--- config.mk ---
export PLATFORM = sky130hd
export DESIGN_NAME = one_wire_rom_search_unit
export DESIGN_NICKNAME = d
export VERILOG_FILES = /design/src/hw/rtl/owrs_pkg.sv /design/src/hw/rtl/one_wire_rom_search_unit.sv
export SDC_FILE = /design/constraint.sdc
export NUM_CORES = 1
export LEC_CHECK = 0
export ABC_AREA = 1
export BUFFER_PORTS_ARGS = -buffer_cell sky130_fd_sc_hd__buf_4
export CORE_AREA = 3 3 161 163
export DETAILED_ROUTE_END_ITERATION = 10
export DIE_AREA = 0 0 164 166
export GPL_ROUTABILITY_DRIVEN = 0
export PLACE_DENSITY = 0.65
export SYNTH_ARGS = -nofsm -noshare
export SYNTH_HDL_FRONTEND = slang
export SYNTH_SLANG_ARGS = --single-unit
export TNS_END_PERCENT = 50
--- constraint.sdc ---
create_clock -name i_clk -period 3.6 [get_ports i_clk]
set_clock_uncertainty 0.05 [all_clocks]
set_input_delay 0.54 -clock i_clk [delete_from_list [all_inputs] [get_ports i_clk]]
set_output_delay 0.54 -clock i_clk [all_outputs]
set_load 0.01 [all_outputs]
--- src/hw/rtl/owrs_pkg.sv ---
// Shared types and constants for the 1-Wire ROM search decision core.
`timescale 1ns / 1ps
`default_nettype none

package owrs_pkg;

    // ROM id geometry
    localparam int unsigned ROM_ID_W     = 64;
    localparam int unsigned BIT_POS_W    = 6;   // index into the ROM id, 0..63
    localparam int unsigned BIT_IDX_W    = 7;   // one-based bit number, 1..64
    localparam int unsigned FAM_DISC_W   = 4;
    localparam int unsigned FAMILY_LIMIT = 9;   // family code is bits 1..8

    localparam logic [BIT_IDX_W-1:0] FIRST_BIT = BIT_IDX_W'(1);
    localparam logic [BIT_IDX_W-1:0] LAST_BIT  = BIT_IDX_W'(ROM_ID_W);

    typedef enum logic [1:0] {
        ACT_START     = 2'd0,
        ACT_BIT_PAIR  = 2'd1,
        ACT_READ_FAIL = 2'd2
    } t_action;

    typedef enum logic [2:0] {
        ST_IGNORED  = 3'd0,
        ST_STARTED  = 3'd1,
        ST_CONTINUE = 3'd2,
        ST_FOUND    = 3'd3,
        ST_FAILED   = 3'd4
    } t_status;

endpackage

`default_nettype wire

--- src/hw/rtl/one_wire_rom_search_unit.sv ---
// Top level of the 1-Wire ROM search decision core.
//
//  channel | valid       | stall       | payload
//  --------+-------------+-------------+-------------------------------------------
//  in      | i_in_valid  | o_in_stall  | i_action, i_presence, i_id_bit, i_compl_bit
//  out     | o_out_valid | i_out_stall | o_status, o_write_valid, o_write_bit,
//          |             |             | o_rom_id, o_last_device, o_family_discrepancy
//
// Each item passes through the input register and then the result register.
// One item per cycle is sustained while the output does not stall; the
// decision logic between the two registers is a single 64:1 bit select plus
// a few 7-bit compares. Reset (i_rst_n, synchronous) clears both pipeline
// valids and all search state. A stall on the output holds the result
// register and, once the input register is also full, raises o_in_stall.
`timescale 1ns / 1ps
`default_nettype none

module one_wire_rom_search_unit (
    input  wire logic                          i_clk,
    input  wire logic                          i_rst_n,
    // input channel
    input  wire logic                          i_in_valid,
    output logic                               o_in_stall,
    input  wire logic [1:0]                    i_action,
    input  wire logic                          i_presence,
    input  wire logic                          i_id_bit,
    input  wire logic                          i_compl_bit,
    // result channel
    output logic                               o_out_valid,
    input  wire logic                          i_out_stall,
    output logic [2:0]                         o_status,
    output logic                               o_write_valid,
    output logic                               o_write_bit,
    output logic [owrs_pkg::ROM_ID_W-1:0]      o_rom_id,
    output logic                               o_last_device,
    output logic [owrs_pkg::FAM_DISC_W-1:0]    o_family_discrepancy
);
    import owrs_pkg::*;

    // ------------------------------------------------------------------
    // Pipeline registers
    // ------------------------------------------------------------------
    logic                    r_in_valid;
    logic [1:0]              r_action;
    logic                    r_presence;
    logic                    r_id_bit;
    logic                    r_compl_bit;

    logic                    r_out_valid;
    t_status                 r_out_status;
    logic                    r_out_wvalid;
    logic                    r_out_wbit;
    logic [ROM_ID_W-1:0]     r_out_rom_id;
    logic                    r_out_last_dev;
    logic [FAM_DISC_W-1:0]   r_out_family;

    // ------------------------------------------------------------------
    // Search state
    // ------------------------------------------------------------------
    logic [ROM_ID_W-1:0]     r_rom_bits,   n_rom_bits;
    logic [BIT_IDX_W-1:0]    r_last_disc,  n_last_disc;
    logic [FAM_DISC_W-1:0]   r_family,     n_family;
    logic                    r_last_dev,   n_last_dev;
    logic [BIT_IDX_W-1:0]    r_bit_index,  n_bit_index;
    logic [BIT_IDX_W-1:0]    r_zero_mark,  n_zero_mark;
    logic                    r_active,     n_active;

    // decision results for the item in the input register
    t_status                 n_status;
    logic                    n_wvalid;
    logic                    n_wbit;
    logic [ROM_ID_W-1:0]     n_rom_out;

    logic                    advance;      // input register moves to result register
    logic                    in_xfer;
    logic                    dir;
    logic [BIT_POS_W-1:0]    pos;

    // The result register frees when empty or taken this cycle.
    assign advance    = !r_out_valid || !i_out_stall;
    assign o_in_stall = r_in_valid && !advance;
    assign in_xfer    = i_in_valid && !o_in_stall;

    assign pos = r_bit_index[BIT_POS_W-1:0] - BIT_POS_W'(1);

    // Direction choice: forced by a 0/1 or 1/0 pair; on a discrepancy follow
    // the previous path below the last discrepancy, take 1 at it, 0 beyond.
    always_comb begin
        if (r_id_bit != r_compl_bit) begin
            dir = r_id_bit;
        end else if (r_bit_index < r_last_disc) begin
            dir = r_rom_bits[pos];
        end else begin
            dir = (r_bit_index == r_last_disc);
        end
    end

    always_comb begin
        n_rom_bits  = r_rom_bits;
        n_last_disc = r_last_disc;
        n_family    = r_family;
        n_last_dev  = r_last_dev;
        n_bit_index = r_bit_index;
        n_zero_mark = r_zero_mark;
        n_active    = r_active;
        n_status    = ST_IGNORED;
        n_wvalid    = 1'b0;
        n_wbit      = 1'b0;
        n_rom_out   = '0;

        case (t_action'(r_action))
            ACT_START: begin
                if (!r_presence || r_last_dev) begin
                    n_status = ST_FAILED;
                end else begin
                    n_active    = 1'b1;
                    n_bit_index = FIRST_BIT;
                    n_zero_mark = '0;
                    n_status    = ST_STARTED;
                end
            end
            ACT_BIT_PAIR: begin
                if (r_active) begin
                    if (r_id_bit && r_compl_bit) begin
                        n_status = ST_FAILED;   // no device answered
                    end else begin
                        if (r_id_bit == r_compl_bit && !dir) begin
                            n_zero_mark = r_bit_index;
                            if (r_bit_index < BIT_IDX_W'(FAMILY_LIMIT)) begin
                                n_family = r_bit_index[FAM_DISC_W-1:0];
                            end
                        end
                        n_rom_bits[pos] = dir;
                        n_wvalid        = 1'b1;
                        n_wbit          = dir;
                        n_bit_index     = r_bit_index + BIT_IDX_W'(1);
                        n_status        = ST_CONTINUE;
                        if (r_bit_index == LAST_BIT) begin
                            n_last_disc = n_zero_mark;
                            if (n_zero_mark == '0) begin
                                n_last_dev = 1'b1;
                            end
                            if (n_rom_bits[7:0] == 8'd0) begin
                                n_status = ST_FAILED;   // all-zero family code
                            end else begin
                                n_rom_out   = n_rom_bits;
                                n_active    = 1'b0;
                                n_bit_index = FIRST_BIT;
                                n_status    = ST_FOUND;
                            end
                        end
                    end
                end
            end
            ACT_READ_FAIL: begin
                if (r_active) begin
                    n_status = ST_FAILED;
                end
            end
            default: begin
                n_status = ST_IGNORED;
            end
        endcase

        // any failure wipes the search state
        if (n_status == ST_FAILED) begin
            n_rom_bits  = '0;
            n_last_disc = '0;
            n_family    = '0;
            n_last_dev  = 1'b0;
            n_bit_index = FIRST_BIT;
            n_zero_mark = '0;
            n_active    = 1'b0;
        end
    end

    // ------------------------------------------------------------------
    // Control registers
    // ------------------------------------------------------------------
    always_ff @(posedge i_clk) begin
        if (!i_rst_n) begin
            r_in_valid  <= 1'b0;
            r_out_valid <= 1'b0;
            r_rom_bits  <= '0;
            r_last_disc <= '0;
            r_family    <= '0;
            r_last_dev  <= 1'b0;
            r_bit_index <= FIRST_BIT;
            r_zero_mark <= '0;
            r_active    <= 1'b0;
        end else begin
            // an empty input register takes a transfer even while the output stalls
            r_in_valid <= in_xfer || (r_in_valid && !advance);
            if (advance) begin
                r_out_valid <= r_in_valid;
            end
            if (advance && r_in_valid) begin
                r_rom_bits  <= n_rom_bits;
                r_last_disc <= n_last_disc;
                r_family    <= n_family;
                r_last_dev  <= n_last_dev;
                r_bit_index <= n_bit_index;
                r_zero_mark <= n_zero_mark;
                r_active    <= n_active;
            end
        end
    end

    // ------------------------------------------------------------------
    // Payload registers
    // ------------------------------------------------------------------
    always_ff @(posedge i_clk) begin
        if (in_xfer) begin
            r_action     <= i_action;
            r_presence   <= i_presence;
            r_id_bit     <= i_id_bit;
            r_compl_bit  <= i_compl_bit;
        end
        if (advance && r_in_valid) begin
            r_out_status   <= n_status;
            r_out_wvalid   <= n_wvalid;
            r_out_wbit     <= n_wbit;
            r_out_rom_id   <= n_rom_out;
            r_out_last_dev <= n_last_dev;
            r_out_family   <= n_family;
        end
    end

    assign o_out_valid          = r_out_valid;
    assign o_status             = r_out_status;
    assign o_write_valid        = r_out_wvalid;
    assign o_write_bit          = r_out_wbit;
    assign o_rom_id             = r_out_rom_id;
    assign o_last_device        = r_out_last_dev;
    assign o_family_discrepancy = r_out_family;

`ifndef SYNTHESIS
    // a found id never carries a zero family byte
    a_found_nonzero_family: assert property (@(posedge i_clk) disable iff (!i_rst_n)
        (r_out_valid && r_out_status == ST_FOUND) |-> (r_out_rom_id[7:0] != 8'd0))
        else $error("found ROM id with zero family byte");

    // while searching the bit number stays within the id
    a_index_in_range: assert property (@(posedge i_clk) disable iff (!i_rst_n)
        r_active |-> (r_bit_index >= FIRST_BIT && r_bit_index <= LAST_BIT))
        else $error("bit index out of range during search");

    // idle means rewound to the first bit
    a_idle_rewound: assert property (@(posedge i_clk) disable iff (!i_rst_n)
        !r_active |-> (r_bit_index == FIRST_BIT))
        else $error("bit index not rewound while idle");

    // a failure leaves the search state cleared
    a_fail_clears: assert property (@(posedge i_clk) disable iff (!i_rst_n)
        (advance && r_in_valid && n_status == ST_FAILED)
            |=> (!r_active && !r_last_dev && r_rom_bits == '0 && r_last_disc == '0))
        else $error("search state not cleared after failure");
`endif

endmodule

`default_nettype wire
==> metrics <==
status complete, no violations; Buf/Inv on CP 5; Post-Syn Instances 1,382; Static Leakage 4.51 nW; YS warnings 0; met1 wire length 11.8 mm; Max-Slew Margin vs Limit 44.3%; NetSw 1.39 mW; Slew @ Worst Pin 836 ps; register area share after synthesis 43.2%; global-route wire length before repair 43.3 mm; VDD IR max 0.293 mV; crit share post-route 91.9%; most frequent CP cell nand3_1; Row Count 57; most frequent cell after synthesis nand2_1; Min-Delay Path Depth 1; Clock transition at path regs 70 ps; clock period minus final worst setup slack 3310 ps; Area contributors post-synth edfxtp_1 (24%), dfxtp_1 (19%), nand2_1 (13%); DRC viols 0; CP max FO 10; post-DR wirelength/cell 15.0 microns; largest net degree at the start of global routing 144; worst hold path type primary input to flip-flop; Area growth syn-to-layout 16.1%; Core Util, Final 46.5%; CP top delay family simple AND/OR/NAND/NOR gates; I/O Buffers 84; Critical Path RT 3920 ps; final setup vio count 0; Final ANT Viol Nets 0; met2 routed WL 12.5 mm; Setup crit end kind flip-flop; ant diodes 0; vias in the first global route 8,478; Critical Path Max Stage Delay 390 ps; wire length on met3 1.59 mm; final count of hold timing violations 0; Flop pwr share 45.0%; Reg2Reg Depth 20; Root Driver clkbuf_16; PwrDens 420 nW/um^2; Post-CTS Setup Repair Bufs 0; syn_nets 1,402; top cell type's share of synthesized area 24.2%; Non-Filler Instances 1,774; most common library cells after synthesis nand2_1 (336), nor2_1 (238), nand3_1 (174); crit start category flip-flop; H-tree levels 4; TritonCTS clock tree done; CTS Buffer Depth 2; Vias 9,131; Clk pwr share 39.2%; DP HPWL 16.8 mm; later-pin clock latency in the skew report 440 ps; Post-Place Cells 1,741; area leader, netlist edfxtp_1; final WL 26.6 mm; Initial DRC Count 821; area of the mapped netlist 9800 sq um; ys flop type dfxtp_1; RSZ-0062 raised after global routing no; Die Height 166 microns; critical path depth 20; Avg Cell Area, Syn 7.09 sq um; Internal Pwr Total 3.39 mW; switching part of the total power 29.1%; filler instances 2,513; Yosys cell types 37; Max-Cap Viols 0; EDFF count, synth 79; grt ovf 0; CTS sink count 172; Initial Util 40.1%; Die Width 164 microns; setup TNS 0 ps; CP Class flip-flop to flip-flop; max layer used met4; Num CTS Buffers 17; area of the core 24,500 sq um; TritonRoute pass-1 iters 5; Max Freq 0.302 GHz; Max Slew Vio Count 0; antenna violations before repair 0; Yosys reg bits 172; ys async rst share 0%; CP max stage cell dfxtp_1; IO Count 85; critical path, cell by cell inv_4 > ha_1 > or2_1 > nand2_1 > buf_4 > nand2_1 > nand3_1 > nand3_1 > nand3_1 > nand3_2 > nand2_4 > buf_4 > inv_1 > or2_2 > o21ai_0 > inv_1 > nor3_1 > a21oi_1 > or2_2 > a21oi_1; die area 27,200 sq um; Worst EP arrival 3630 ps; combinational power share 15.8%; DR vias/cell 5.15; final net count 1,457; share of cells above drive strength 1 13.3%; GRT Overall Usage 19.6%
==> power by group through the flow <==
stage,clock (mW),combinational [mW],sequential (mW)
after floorplan,0,0.516,2.20
after global placement,0,0.726,2.19
after detailed placement,0,0.732,2.19
after CTS,1.91,0.736,2.15
after global routing,1.98,0.833,2.16
final,1.87,0.756,2.15
==> flip-flops by register name, summed over array words and instances (netlist names), 2 cells and up <==
register,flops
r_rom_bits,64
o_status,3
o_family_discrepancy,4
r_zero_mark,7
o_rom_id,64
r_family,4
r_bit_index,7
r_last_disc,7
r_action,2
==> worst paths after layout <==
kind	start	endpoint	slack [ps]
setup reg to reg	r_bit_index[0]$_SDFFE_PN1P_	r_last_dev$_SDFFE_PN0P_	290
hold / removal	i_id_bit	r_id_bit$_DFFE_PP_	230
hold reg to reg	r_last_disc[4]$_SDFFE_PN0P_	r_last_disc[4]$_SDFFE_PN0P_	430
setup / recovery	r_bit_index[0]$_SDFFE_PN1P_	r_last_dev$_SDFFE_PN0P_	290
==> worst register-to-register path: stages, from the launching register on <==
cell and delay [ps]:
dfxtp_1 390, inv_4 90, ha_1 230, or2_1 210, nand2_1 100, buf_4 180
nand2_1 60, nand3_1 70, nand3_1 80, nand3_1 100, nand3_2 90, nand2_4 80
buf_4 160, inv_1 130, or2_2 290, o21ai_0 80, inv_1 120, nor3_1 230
a21oi_1 90, or2_2 310, a21oi_1 120
==> metrics by stage <==
stage	area, sq um	power, mW	hold slack (ps)	worst slack (ps)
after floorplan	9800	2.72	402	276
after global placement	10700	2.92	412	240
after detailed placement	10700	2.93	418	163
after CTS	11300	4.79	218	53.5
after global routing	11400	4.98	213	21.0
final	11400	4.78	227	290
==> cell type report <==
class,instances,area [sq um],area share [%]
Sequential cell,172,4240,37.2
Tap cell,324,405,3.56
Clock inverter,15,160,1.41
Multi-Input combinational cell,993,4640,40.8
Inverter,132,500,4.40
Clock buffer,17,425,3.74
Timing Repair Buffer,121,1010,8.90
==> layer usage <==
| metal | track usage (%) | up-vias |
|---|---|---|
| li1 | - | 4578 |
| met5 | 0 | - |
| met2 | 31.8 | 303 |
| met1 | 26.5 | 4201 |
| met3 | 3.09 | 49 |
| met4 | 6.62 | 0 |
==> cells by family after synthesis <==
kind of cell / Yosys count / share of synthesized area (%)
compound gates: 193 / 11.4
flops: 172 / 43.2
buf+inv: 217 / 9.89
simple gates: 782 / 33.3
xor+xnor: 7 / 0.779
fa+ha+maj: 11 / 1.40
==> placed cells by master (no fill, tap or decap), drive strengths merged <==
master    instances
dfxtp            93
or2               9
nor3              8
edfxtp           79
nor2            240
inv             133
o211ai            1
nand3b            1
clkbuf           18
a31oi             1
clkinv           10
nand4             3
o31ai             1
buf             120
a21oi            96
o21bai            1
o21ai            36
clkinvlp          2
nand2           342
ha               11
xor2              5
xnor2             2
o21a             57
nand3           179
bufinv            2
==> timing repair <==
item                                    in CTS  in global routing
endpoints found under the setup margin       0                156
resized for setup                            0                 10
hold buffers                                 0                  0
No activity file was read; power rests on OpenSTA's default activity.
